## src/hw/rtl/ursd_pkg.sv

```systemverilog
// Shared types, constants and helper functions for the ultrasonic ranger servo drive.
// Used by every module of the block; depends on nothing else.
package ursd_pkg;

	// Register indexes of the configuration port.
	localparam logic [7:0] REG_SERVO_MIN = 8'd0;
	localparam logic [7:0] REG_SERVO_MAX = 8'd1;
	localparam logic [7:0] REG_NEAR_ECHO = 8'd2;
	localparam logic [7:0] REG_FAR_ECHO  = 8'd3;

	// Reset values of the configuration registers and of the pulse compare value.
	localparam logic [14:0] SERVO_MIN_RESET = 15'd700;
	localparam logic [14:0] SERVO_MAX_RESET = 15'd2100;
	localparam logic [15:0] NEAR_ECHO_RESET = 16'd290;
	localparam logic [15:0] FAR_ECHO_RESET  = 16'd1160;
	localparam logic [14:0] PULSE_RESET     = 15'd2100;

	// Level thresholds at 58 us per cm: 5, 10, 20, 40 and 60 cm.
	localparam logic [15:0] LED_TH0 = 16'd290;
	localparam logic [15:0] LED_TH1 = 16'd580;
	localparam logic [15:0] LED_TH2 = 16'd1160;
	localparam logic [15:0] LED_TH3 = 16'd2320;
	localparam logic [15:0] LED_TH4 = 16'd3480;

	// Depth of the queue between the tick front end and the mapping back end.
	localparam int QUEUE_DEPTH = 2;
	localparam int QPTR_W      = 1;
	localparam int QCNT_W      = 2;

	// Quotient bits of the mapping divide.
	localparam int QUOT_W = 15;

	typedef struct packed {
		logic [14:0] servo_min;
		logic [14:0] servo_max;
		logic [15:0] near_echo;
		logic [15:0] far_echo;
	} cfg_t;

	// One classified tick as it travels from the front end to the back end.
	typedef struct packed {
		logic        fall;
		logic        trig;
		logic [14:0] servo_count;
		logic [15:0] width;
	} tick_entry_t;

	function automatic logic [4:0] leds_for(input logic [15:0] w);
		logic [4:0] l;
		l[0] = (w > LED_TH0);
		l[1] = (w > LED_TH1);
		l[2] = (w > LED_TH2);
		l[3] = (w > LED_TH3);
		l[4] = (w > LED_TH4);
		return l;
	endfunction

endpackage

```

## src/hw/rtl/ursd_front.sv

```systemverilog
// Front end: accepts echo ticks, runs the measurement and servo counters and classifies edges.
// Depends on ursd_pkg.
module ursd_front #(
	parameter int MEASURE_PERIOD = 50000,
	parameter int SERVO_PERIOD   = 20000,
	parameter int TRIGGER_TICKS  = 9
) (
	input  logic                 clk,
	input  logic                 arst_n,
	input  logic                 in_valid,
	output logic                 in_ready,
	input  logic                 echo_level,
	input  logic                 q_full,
	output logic                 q_push,
	output ursd_pkg::tick_entry_t q_entry
);
	import ursd_pkg::*;

	localparam logic [15:0] MEAS_LAST  = 16'(MEASURE_PERIOD - 1);
	localparam logic [14:0] SERVO_LAST = 15'(SERVO_PERIOD - 1);
	localparam logic [15:0] TRIG_LIMIT = 16'(TRIGGER_TICKS);

	logic [15:0] meas_count_q;
	logic [14:0] servo_count_q;
	logic        echo_prev_q;
	logic [15:0] rise_capture_q;
	logic        rise;

	assign in_ready = !q_full;
	assign q_push   = in_valid && !q_full;
	assign rise     = echo_level && !echo_prev_q;

	always_comb begin
		q_entry.fall        = !echo_level && echo_prev_q;
		q_entry.trig        = (meas_count_q < TRIG_LIMIT);
		q_entry.servo_count = servo_count_q;
		q_entry.width       = meas_count_q - rise_capture_q;
	end

	always_ff @(posedge clk or negedge arst_n) begin
		if (!arst_n) begin
			meas_count_q   <= '0;
			servo_count_q  <= '0;
			echo_prev_q    <= 1'b0;
			rise_capture_q <= '0;
		end else if (q_push) begin
			echo_prev_q <= echo_level;
			if (rise) begin
				rise_capture_q <= meas_count_q;
			end
			meas_count_q  <= (meas_count_q == MEAS_LAST) ? '0 : meas_count_q + 16'd1;
			servo_count_q <= (servo_count_q == SERVO_LAST) ? '0 : servo_count_q + 15'd1;
		end
	end

endmodule

```

## src/hw/rtl/ursd_queue.sv

```systemverilog
// Short queue of classified ticks between the front end and the back end.
// Depends on ursd_pkg.
module ursd_queue (
	input  logic                  clk,
	input  logic                  arst_n,
	input  logic                  push,
	input  ursd_pkg::tick_entry_t push_entry,
	input  logic                  pop,
	output ursd_pkg::tick_entry_t head,
	output logic                  full,
	output logic                  empty
);
	import ursd_pkg::*;

	localparam logic [QPTR_W-1:0] PTR_LAST = QPTR_W'(QUEUE_DEPTH - 1);
	localparam logic [QCNT_W-1:0] CNT_FULL = QCNT_W'(QUEUE_DEPTH);

	tick_entry_t       entries_q [QUEUE_DEPTH];
	logic [QPTR_W-1:0] wr_ptr_q;
	logic [QPTR_W-1:0] rd_ptr_q;
	logic [QCNT_W-1:0] count_q;

	assign full  = (count_q == CNT_FULL);
	assign empty = (count_q == '0);
	assign head  = entries_q[rd_ptr_q];

	always_ff @(posedge clk) begin
		if (push) begin
			entries_q[wr_ptr_q] <= push_entry;
		end
	end

	always_ff @(posedge clk or negedge arst_n) begin
		if (!arst_n) begin
			wr_ptr_q <= '0;
			rd_ptr_q <= '0;
			count_q  <= '0;
		end else begin
			if (push) begin
				wr_ptr_q <= (wr_ptr_q == PTR_LAST) ? '0 : wr_ptr_q + 1'b1;
			end
			if (pop) begin
				rd_ptr_q <= (rd_ptr_q == PTR_LAST) ? '0 : rd_ptr_q + 1'b1;
			end
			case ({push, pop})
				2'b10:   count_q <= count_q + 1'b1;
				2'b01:   count_q <= count_q - 1'b1;
				default: count_q <= count_q;
			endcase
		end
	end

endmodule

```

## src/hw/rtl/ursd_back.sv

```systemverilog
// Back end: updates width and LEDs, maps a falling-edge width onto the servo pulse
// with a shift-subtract divider, and holds the result register. Depends on ursd_pkg.
module ursd_back (
	input  logic                  clk,
	input  logic                  arst_n,
	input  ursd_pkg::cfg_t        cfg,
	input  logic                  q_empty,
	input  ursd_pkg::tick_entry_t head,
	output logic                  q_pop,
	output logic                  out_valid,
	input  logic                  out_ready,
	output logic                  trigger_out,
	output logic                  servo_out,
	output logic [4:0]            level_leds,
	output logic [15:0]           echo_width_us,
	output logic                  measure_done,
	output logic [14:0]           servo_pulse
);
	import ursd_pkg::*;

	typedef enum logic [1:0] {B_IDLE, B_MUL, B_DIV, B_FIN} back_state_t;

	localparam logic [3:0] DIV_LAST = 4'(QUOT_W - 1);

	back_state_t state_q;
	logic        out_valid_q;
	logic        trig_q;
	logic        servo_q;
	logic        done_q;
	logic [14:0] pulse_q;
	logic [4:0]  leds_q;
	logic [15:0] width_q;

	logic [15:0] diff_q;
	logic [14:0] span_q;
	logic [15:0] den_q;
	logic [15:0] rem_q;
	logic [14:0] quot_q;
	logic [14:0] base_q;
	logic [3:0]  div_cnt_q;

	logic        servo_now;
	logic        use_min;
	logic        use_max;
	logic [30:0] product;
	logic [16:0] trial;
	logic        trial_ge;
	logic [15:0] pulse_sum;

	assign q_pop     = (state_q == B_IDLE) && !q_empty && (!out_valid_q || out_ready);
	assign servo_now = (head.servo_count < pulse_q);
	assign use_min   = (cfg.servo_max < cfg.servo_min) || (head.width < cfg.near_echo)
	                   || (cfg.far_echo <= cfg.near_echo);
	assign use_max   = (head.width >= cfg.far_echo);
	assign product   = 31'(diff_q) * 31'(span_q);
	assign trial     = {rem_q, quot_q[QUOT_W-1]};
	assign trial_ge  = (trial >= {1'b0, den_q});
	assign pulse_sum = {1'b0, base_q} + {1'b0, quot_q};

	always_ff @(posedge clk or negedge arst_n) begin
		if (!arst_n) begin
			state_q     <= B_IDLE;
			out_valid_q <= 1'b0;
			trig_q      <= 1'b0;
			servo_q     <= 1'b0;
			done_q      <= 1'b0;
			pulse_q     <= PULSE_RESET;
			leds_q      <= '0;
			width_q     <= '0;
			diff_q      <= '0;
			span_q      <= '0;
			den_q       <= '0;
			rem_q       <= '0;
			quot_q      <= '0;
			base_q      <= '0;
			div_cnt_q   <= '0;
		end else begin
			if (out_valid_q && out_ready) begin
				out_valid_q <= 1'b0;
			end
			case (state_q)
				B_IDLE: begin
					if (q_pop) begin
						trig_q  <= head.trig;
						servo_q <= servo_now;
						if (!head.fall) begin
							done_q      <= 1'b0;
							out_valid_q <= 1'b1;
						end else begin
							width_q <= head.width;
							leds_q  <= leds_for(head.width);
							diff_q  <= head.width - cfg.near_echo;
							span_q  <= cfg.servo_max - cfg.servo_min;
							den_q   <= cfg.far_echo - cfg.near_echo;
							if (use_min) begin
								base_q  <= '0;
								quot_q  <= cfg.servo_min;
								state_q <= B_FIN;
							end else if (use_max) begin
								base_q  <= '0;
								quot_q  <= cfg.servo_max;
								state_q <= B_FIN;
							end else begin
								base_q  <= cfg.servo_min;
								state_q <= B_MUL;
							end
						end
					end
				end
				B_MUL: begin
					// The product is below den * 2^15, so its top half already fits below den.
					rem_q     <= product[30:15];
					quot_q    <= product[14:0];
					div_cnt_q <= '0;
					state_q   <= B_DIV;
				end
				B_DIV: begin
					rem_q     <= trial_ge ? 16'(trial - {1'b0, den_q}) : trial[15:0];
					quot_q    <= {quot_q[QUOT_W-2:0], trial_ge};
					div_cnt_q <= div_cnt_q + 4'd1;
					if (div_cnt_q == DIV_LAST) begin
						state_q <= B_FIN;
					end
				end
				B_FIN: begin
					pulse_q     <= pulse_sum[14:0];
					done_q      <= 1'b1;
					out_valid_q <= 1'b1;
					state_q     <= B_IDLE;
				end
				default: state_q <= B_IDLE;
			endcase
		end
	end

	assign out_valid     = out_valid_q;
	assign trigger_out   = trig_q;
	assign servo_out     = servo_q;
	assign measure_done  = done_q;
	assign level_leds    = leds_q;
	assign echo_width_us = width_q;
	assign servo_pulse   = pulse_q;

`ifndef ASSERT_OFF
	a_rem_below_den: assert property (@(posedge clk) disable iff (!arst_n)
		(state_q == B_DIV) |-> (rem_q < den_q))
		else $error("divider remainder not below divisor");
	a_fin_slot_free: assert property (@(posedge clk) disable iff (!arst_n)
		(state_q == B_FIN) |-> !out_valid_q)
		else $error("result register busy when mapping finished");
	a_plain_result: assert property (@(posedge clk) disable iff (!arst_n)
		(q_pop && !head.fall) |=> (out_valid_q && !done_q))
		else $error("tick without falling edge did not produce a plain result");
`endif

endmodule

```

## src/hw/rtl/ultrasonic_ranger_servo_drive.sv

```systemverilog
// Top level of the ultrasonic ranger servo drive: configuration registers and the
// front end, queue and back end. Depends on ursd_pkg, ursd_front, ursd_queue, ursd_back.
//
// Usage: every request on the input channel is one microsecond tick carrying the sampled
// echo level. Each tick produces exactly one result request with the trigger level, the
// servo level, the five level LEDs, the last echo width, a measurement-done flag and the
// current servo pulse compare value. The config channel writes the four registers
// (servo minimum and maximum pulse, near and far echo width) by index; it is always
// ready and should be used only while no tick is in flight.
// A tick without a falling echo edge is pushed into the queue, popped by the back end and
// loaded into the result register. A falling edge whose width lies inside the near..far
// span is popped, passes the multiply state and the one-bit-per-cycle shift-subtract
// divider, then loads the result; one that falls back to the minimum or maximum pulse
// goes straight from the pop to the result load. Plain ticks sustain one per cycle while
// the receiver takes each result; a falling-edge tick holds the back end for its whole mapping.
// A two-entry queue between the tick front end and the mapping back end, plus the result
// register, lets input keep flowing while the receiver stalls; once both fill, in_ready
// drops until the receiver takes a result.
// Reset (arst_n low, asynchronous) clears the counters and edge state, sets the pulse
// compare value to 2100 and loads the register defaults 700, 2100, 290 and 1160.
module ultrasonic_ranger_servo_drive #(
	parameter int MEASURE_PERIOD = 50000,
	parameter int SERVO_PERIOD   = 20000,
	parameter int TRIGGER_TICKS  = 9
) (
	input  logic        clk,
	input  logic        arst_n,
	input  logic        in_valid,
	output logic        in_ready,
	input  logic        echo_level,
	output logic        out_valid,
	input  logic        out_ready,
	output logic        trigger_out,
	output logic        servo_out,
	output logic [4:0]  level_leds,
	output logic [15:0] echo_width_us,
	output logic        measure_done,
	output logic [14:0] servo_pulse,
	input  logic        cfg_valid,
	output logic        cfg_ready,
	input  logic [7:0]  cfg_index,
	input  logic [15:0] cfg_data
);
	import ursd_pkg::*;

	cfg_t        cfg_q;
	tick_entry_t push_entry;
	tick_entry_t head;
	logic        q_push;
	logic        q_pop;
	logic        q_full;
	logic        q_empty;

	// Register writes are accepted every cycle; writes beyond the last index are ignored.
	assign cfg_ready = 1'b1;

	always_ff @(posedge clk or negedge arst_n) begin
		if (!arst_n) begin
			cfg_q.servo_min <= SERVO_MIN_RESET;
			cfg_q.servo_max <= SERVO_MAX_RESET;
			cfg_q.near_echo <= NEAR_ECHO_RESET;
			cfg_q.far_echo  <= FAR_ECHO_RESET;
		end else if (cfg_valid) begin
			case (cfg_index)
				REG_SERVO_MIN: cfg_q.servo_min <= cfg_data[14:0];
				REG_SERVO_MAX: cfg_q.servo_max <= cfg_data[14:0];
				REG_NEAR_ECHO: cfg_q.near_echo <= cfg_data;
				REG_FAR_ECHO:  cfg_q.far_echo  <= cfg_data;
				default:       cfg_q           <= cfg_q;
			endcase
		end
	end

	// The front end counts ticks and classifies echo edges; the width of a pulse is
	// taken here so the back end only sees finished measurements.
	ursd_front #(
		.MEASURE_PERIOD (MEASURE_PERIOD),
		.SERVO_PERIOD   (SERVO_PERIOD),
		.TRIGGER_TICKS  (TRIGGER_TICKS)
	) u_front (
		.clk        (clk),
		.arst_n     (arst_n),
		.in_valid   (in_valid),
		.in_ready   (in_ready),
		.echo_level (echo_level),
		.q_full     (q_full),
		.q_push     (q_push),
		.q_entry    (push_entry)
	);

	ursd_queue u_queue (
		.clk        (clk),
		.arst_n     (arst_n),
		.push       (q_push),
		.push_entry (push_entry),
		.pop        (q_pop),
		.head       (head),
		.full       (q_full),
		.empty      (q_empty)
	);

	// The back end owns the pulse compare value, so the servo level of each tick is
	// resolved there against the value left by the previous tick.
	ursd_back u_back (
		.clk           (clk),
		.arst_n        (arst_n),
		.cfg           (cfg_q),
		.q_empty       (q_empty),
		.head          (head),
		.q_pop         (q_pop),
		.out_valid     (out_valid),
		.out_ready     (out_ready),
		.trigger_out   (trigger_out),
		.servo_out     (servo_out),
		.level_leds    (level_leds),
		.echo_width_us (echo_width_us),
		.measure_done  (measure_done),
		.servo_pulse   (servo_pulse)
	);

endmodule

```

## config.mk

```make
export PLATFORM = sky130hd
export DESIGN_NAME = ultrasonic_ranger_servo_drive
export DESIGN_NICKNAME = d
export VERILOG_FILES = /design/src/hw/rtl/ursd_pkg.sv /design/src/hw/rtl/ursd_front.sv /design/src/hw/rtl/ursd_queue.sv /design/src/hw/rtl/ursd_back.sv /design/src/hw/rtl/ultrasonic_ranger_servo_drive.sv
export SDC_FILE = /design/constraint.sdc
export NUM_CORES = 1
export LEC_CHECK = 0
export ABC_CLOCK_PERIOD_IN_PS = 5800
export CAP_MARGIN = 20
export CORE_ASPECT_RATIO = 0.75
export CORE_UTILIZATION = 60
export CTS_CLUSTER_SIZE = 12
export DETAILED_ROUTE_END_ITERATION = 10
export DONT_BUFFER_PORTS = 1
export GPL_TIMING_DRIVEN = 0
export PLACE_DENSITY_LB_ADDON = 0.15
export REMOVE_ABC_BUFFERS = 1
export SLEW_MARGIN = 40
export SYNTH_ARGS = -nofsm -noshare
export SYNTH_HDL_FRONTEND = slang
export SYNTH_SLANG_ARGS = --single-unit
```

## constraint.sdc

```tcl
create_clock -name clk -period 5.8 [get_ports clk]
set_input_delay 0.29 -clock clk [delete_from_list [all_inputs] [get_ports clk]]
set_output_delay 0.29 -clock clk [all_outputs]
set_load 0.005 [all_outputs]
```

==> impl_metrics.xml <==
<?xml version="1.0" encoding="UTF-8"?>
<metrics>
  <group name="run_status">
    <metric name="outcome" unit="">finished with violations</metric>
    <metric name="violations" unit="">hold timing, setup timing</metric>
  </group>
  <group name="timing">
    <metric name="finalSetupTns" unit="ns">-4.99</metric>
    <metric name="worst_case_headroom_to_the_max_slew_limit" unit="%">44.5</metric>
    <metric name="finalHoldViolCount" unit="">253</metric>
    <metric name="achievable-frequency" unit="GHz">0.159</metric>
    <metric name="finalWorstPathRequiredPeriod" unit="ns">6.29</metric>
    <metric name="fin_crit_sh" unit="%">109</metric>
    <metric name="maxSlewViolCount" unit="">0</metric>
    <metric name="tightestPinTransition" unit="ns">0.832</metric>
    <metric name="finalSetupViolCount" unit="">17</metric>
    <metric name="grt_setup_unrepaired" unit="">true</metric>
    <metric name="final.setup_skew" unit="ns">0.0338</metric>
    <metric name="hold_ws" unit="ns">-0.546</metric>
    <metric name="post-route-worst-setup-slack" unit="ns">-0.493</metric>
  </group>
  <group name="synthesis">
    <metric name="number_of_enable_type_register_cells_in_the_synthesized_netlist" unit="">66</metric>
    <metric name="synthCells" unit="">2650</metric>
    <metric name="synth_top_cell_by_area" unit="">dfrtp_1</metric>
    <metric name="netlist_top_cells_count" unit="">inv_1 (340), nand2_1 (291), dfrtp_1 (233)</metric>
    <metric name="synthFlopType" unit="">dfrtp_1</metric>
    <metric name="synth_sequential_area_ratio" unit="%">32.1</metric>
    <metric name="synth.most_common_cell" unit="">inv_1</metric>
    <metric name="synth_area_per_cell" unit="um^2">9.79</metric>
    <metric name="fraction_of_synthesis_flops_using_an_asynchronous_set_or_reset_pin" unit="%">79.3</metric>
    <metric name="synth-seq-cells" unit="">319</metric>
    <metric name="synth.lib_cells_used.distinct" unit="">91</metric>
    <metric name="post-synth-top-area-fraction" unit="%">22.5</metric>
    <metric name="yosys-top-cells-area" unit="">dfrtp_1 (22%), fa_1 (14%), ha_1 (11%)</metric>
    <metric name="ys.warnings.count" unit="">0</metric>
    <metric name="netlist_area" unit="um^2">25900</metric>
  </group>
  <group name="worst_setup_path">
    <metric name="timing.reg2reg.setup_slack" unit="ns">-0.49</metric>
    <metric name="crit-reg2reg-capture" unit="">u_back.rem_q[12]$_DFFE_PN0N_</metric>
    <metric name="critPathLaunchType" unit="">register</metric>
    <metric name="crit_type" unit="">reg2reg</metric>
    <metric name="crit_fanout" unit="">5</metric>
    <metric name="rr_worst_depth" unit="">22</metric>
    <metric name="rr_startpoint" unit="">u_back.span_q[4]$_DFFE_PN0P_</metric>
    <metric name="cp-end-kind" unit="">register</metric>
    <metric name="critPathArrivalTime" unit="ns">6.68</metric>
    <metric name="cp-startpoint" unit="">u_back.span_q[4]$_DFFE_PN0P_</metric>
    <metric name="worst_setup_path_endpoint" unit="">u_back.rem_q[12]$_DFFE_PN0N_</metric>
    <metric name="required" unit="ns">6.19</metric>
  </group>
  <group name="worst_hold_path">
    <metric name="worstHoldPathType" unit="">in2async</metric>
  </group>
  <group name="drt">
    <metric name="wire_per_inst" unit="um">20.2</metric>
    <metric name="vias" unit="">19600</metric>
    <metric name="antenna_left" unit="">0</metric>
    <metric name="drt-initial-drc-count" unit="">1739</metric>
    <metric name="drtPass1Iterations" unit="">7</metric>
    <metric name="viasPerCell" unit="">5.96</metric>
    <metric name="route.detailed.drc" unit="">0</metric>
    <metric name="wirelength" unit="um">66400</metric>
  </group>
  <group name="floorplan">
    <metric name="std_cell_rows" unit="">65</metric>
    <metric name="initial_core_util" unit="%">61.2</metric>
    <metric name="top_level_ports" unit="">72</metric>
    <metric name="dieHeight" unit="um">182</metric>
    <metric name="die_area" unit="um^2">44100</metric>
    <metric name="design.core.area" unit="um^2">42400</metric>
    <metric name="die_width" unit="um">242</metric>
  </group>
  <group name="pwr">
    <metric name="post-layout-total-power" unit="uW">19000</metric>
    <metric name="maximum_vdd_ir_drop" unit="mV">0.589</metric>
    <metric name="power.static_leakage" unit="uW">0.0135</metric>
    <metric name="power.density_cell_area" unit="nW/um^2">657</metric>
  </group>
  <group name="grt">
    <metric name="grt_overflow_total" unit="">0</metric>
    <metric name="grt_first_pass_wirelength" unit="um">107000</metric>
    <metric name="pin_count_of_the_biggest_net_entering_global_routing" unit="">254</metric>
    <metric name="number_of_antenna_violations_at_the_first_check_in_global_routing" unit="">6</metric>
    <metric name="number_of_global_route_vias_before_repair" unit="">19800</metric>
    <metric name="grt.total_usage" unit="%">30.7</metric>
  </group>
  <group name="cts">
    <metric name="worstSkewPairLatency" unit="ns">0.54</metric>
    <metric name="clock_tree_from_tritoncts" unit="">done</metric>
    <metric name="cts_h_tree_lvls" unit="">2</metric>
    <metric name="clock_sinks" unit="">319</metric>
    <metric name="clkTransAtPathRegs" unit="ns">0.06</metric>
    <metric name="numCtsBuffers" unit="">34</metric>
    <metric name="clock_tree.root_cell" unit="">clkbuf_16</metric>
    <metric name="post_cts_hold_buffer_count" unit="">18</metric>
    <metric name="cts_max_path_buffers" unit="">3</metric>
  </group>
  <group name="layout">
    <metric name="stdcell_count" unit="">3288</metric>
    <metric name="number_of_antenna_repair_diodes" unit="">0</metric>
    <metric name="areaGrowthSynthToFinish" unit="%">11.4</metric>
    <metric name="fraction_of_final_layout_cells_sized_beyond_drive_strength_1" unit="%">14.6</metric>
    <metric name="fillers" unit="">3213</metric>
    <metric name="final_util" unit="%">68.2</metric>
    <metric name="layout.nets" unit="">3136</metric>
  </group>
  <group name="place">
    <metric name="numPortBuffers" unit="">0</metric>
    <metric name="dpl.cell_count" unit="">3130</metric>
    <metric name="gp_congestion" unit="">0.917</metric>
    <metric name="detailed_place_hpwl" unit="um">47200</metric>
    <metric name="detailedPlace.worstSlack" unit="ns">-1.09</metric>
  </group>
  <group name="flow_run">
    <metric name="max-cap-violations" unit="">0</metric>
  </group>
</metrics>
[metal layers]
metal	track usage, %	share of wire, %	vias to the layer above
met1	43.1	44	9781
met5	0	0.050	-
met4	7.19	2.1	4
met2	47.7	45	692
li1	-	-	9025
met3	8.03	9.0	106
[timing repair]
item	CTS	global route
resized for setup	120	56
cloned	0	0
endpoints found under the hold margin	318	253
setup buffers	67	13
setup endpoints to repair	19	19
pin swaps	91	62
[logic make-up after synthesis]
kind of cell,after synthesis,share of synthesized area (%)
xor+xnor,120,4.05
buf+inv,438,6.71
fa+ha+maj,413,25.3
other cells,1,0.0145
compound gates,496,12.6
mux,116,4.90
simple gates,747,14.3
flops,319,32.1
[state kept, by name, summed over array words and instances (netlist names)]
signal,count
cfg_q,62
u_back.base_q,15
u_back.den_q,16
u_back.diff_q,16
u_back.div_cnt_q,4
u_back.echo_width_us,16
u_back.level_leds,5
u_back.measure_done,1
u_back.out_valid,1
u_back.quot_q,15
u_back.rem_q,16
u_back.servo_out,1
u_back.servo_pulse,15
u_back.span_q,15
u_back.state_q,2
u_back.trigger_out,1
u_front.echo_prev_q,1
u_front.meas_count_q,16
u_front.rise_capture_q,16
u_front.servo_count_q,15
u_queue.count_q,2
u_queue.entries_q,66
u_queue.rd_ptr_q,1
u_queue.wr_ptr_q,1
[cells in the final DEF, fill, tap and decap left out, types with 16 or more instances in the layout]
cell type / instances
a21oi_1: 74
and2_1: 112
nand3_1: 50
fa_1: 183
nor2b_1: 21
ha_4: 16
dfrtp_2: 16
nand2b_1: 27
a21o_1: 48
dlygate4sd3_1: 18
edfxtp_1: 66
mux2_2: 87
nor2_1: 93
nor3_1: 34
ha_1: 208
clkbuf_1: 21
a31oi_1: 35
mux2i_1: 29
buf_6: 24
xnor2_1: 79
xor2_1: 36
buf_4: 53
dfstp_2: 20
and2_4: 20
inv_1: 320
clkbuf_16: 35
o21ai_0: 146
dfrtp_1: 201
inv_2: 20
dfrtp_4: 16
nand4_1: 17
o21a_1: 28
nand2_1: 289
a211oi_1: 25
[metrics by stage]
step / instance area (um^2) / hold WS [ns]
6_report: 28900 / -0.546
3_3_place_gp: 26200 / 0.00196
2_1_floorplan: 25500 / -0.00559
5_1_grt: 28900 / -0.560
3_5_place_dp: 26400 / 0.00128
4_1_cts: 28600 / -0.565
[how the worst min path moves through the flow]
| stage | startpoint | endpoint | slack, ns | cells past startpoint |
|---|---|---|---|---|
| after floorplan | arst_n | cfg_q[0]$_DFFE_PN0P_ | -0.006 | 0 |
| after global placement | arst_n | u_front.servo_count_q[8]$_DFFE_PN0P_ | 0.002 | 0 |
| final | arst_n | u_front.servo_count_q[8]$_DFFE_PN0P_ | -0.55 | 0 |
| after global routing | arst_n | u_front.servo_count_q[8]$_DFFE_PN0P_ | -0.56 | 0 |
| after CTS | arst_n | u_back.servo_pulse[8]$_DFFE_PN0P_ | -0.57 | 0 |
| after detailed placement | arst_n | u_front.servo_count_q[13]$_DFFE_PN0P_ | 0.001 | 0 |
[final cells by class]
type / count / area, um^2 / area share (%)
Multi-Input combinational cell: 1893 / 16400 / 56.8
Sequential cell: 319 / 8420 / 29.1
Inverter: 340 / 1280 / 4.42
Timing Repair Buffer: 105 / 1040 / 3.59
Clock buffer: 57 / 968 / 3.35
Tap cell: 569 / 712 / 2.47
Clock inverter: 5 / 55.1 / 0.191
[worst max-delay path: stages, from the launching register on]
cell,delay [ns]
dfrtp_4,0.54
buf_6,0.13
and2_4,0.13
fa_1,0.53
inv_1,0.06
fa_1,0.48
inv_1,0.05
fa_1,0.51
fa_2,0.45
fa_1,0.51
inv_2,0.04
fa_1,0.51
inv_2,0.05
ha_4,0.15
a21o_1,0.15
a211o_1,0.29
nor3_2,0.23
o21ai_4,0.10
a221oi_4,0.34
a2111oi_4,0.15
o211a_1,0.25
o21ai_1,0.13
or3b_1,0.35
[power by group]
group,switching (uW),internal (uW)
registers,936,3200
clock network,921,1150
logic,7140,5630
total,8990,9970
Power figures use the tool's default switching activity.
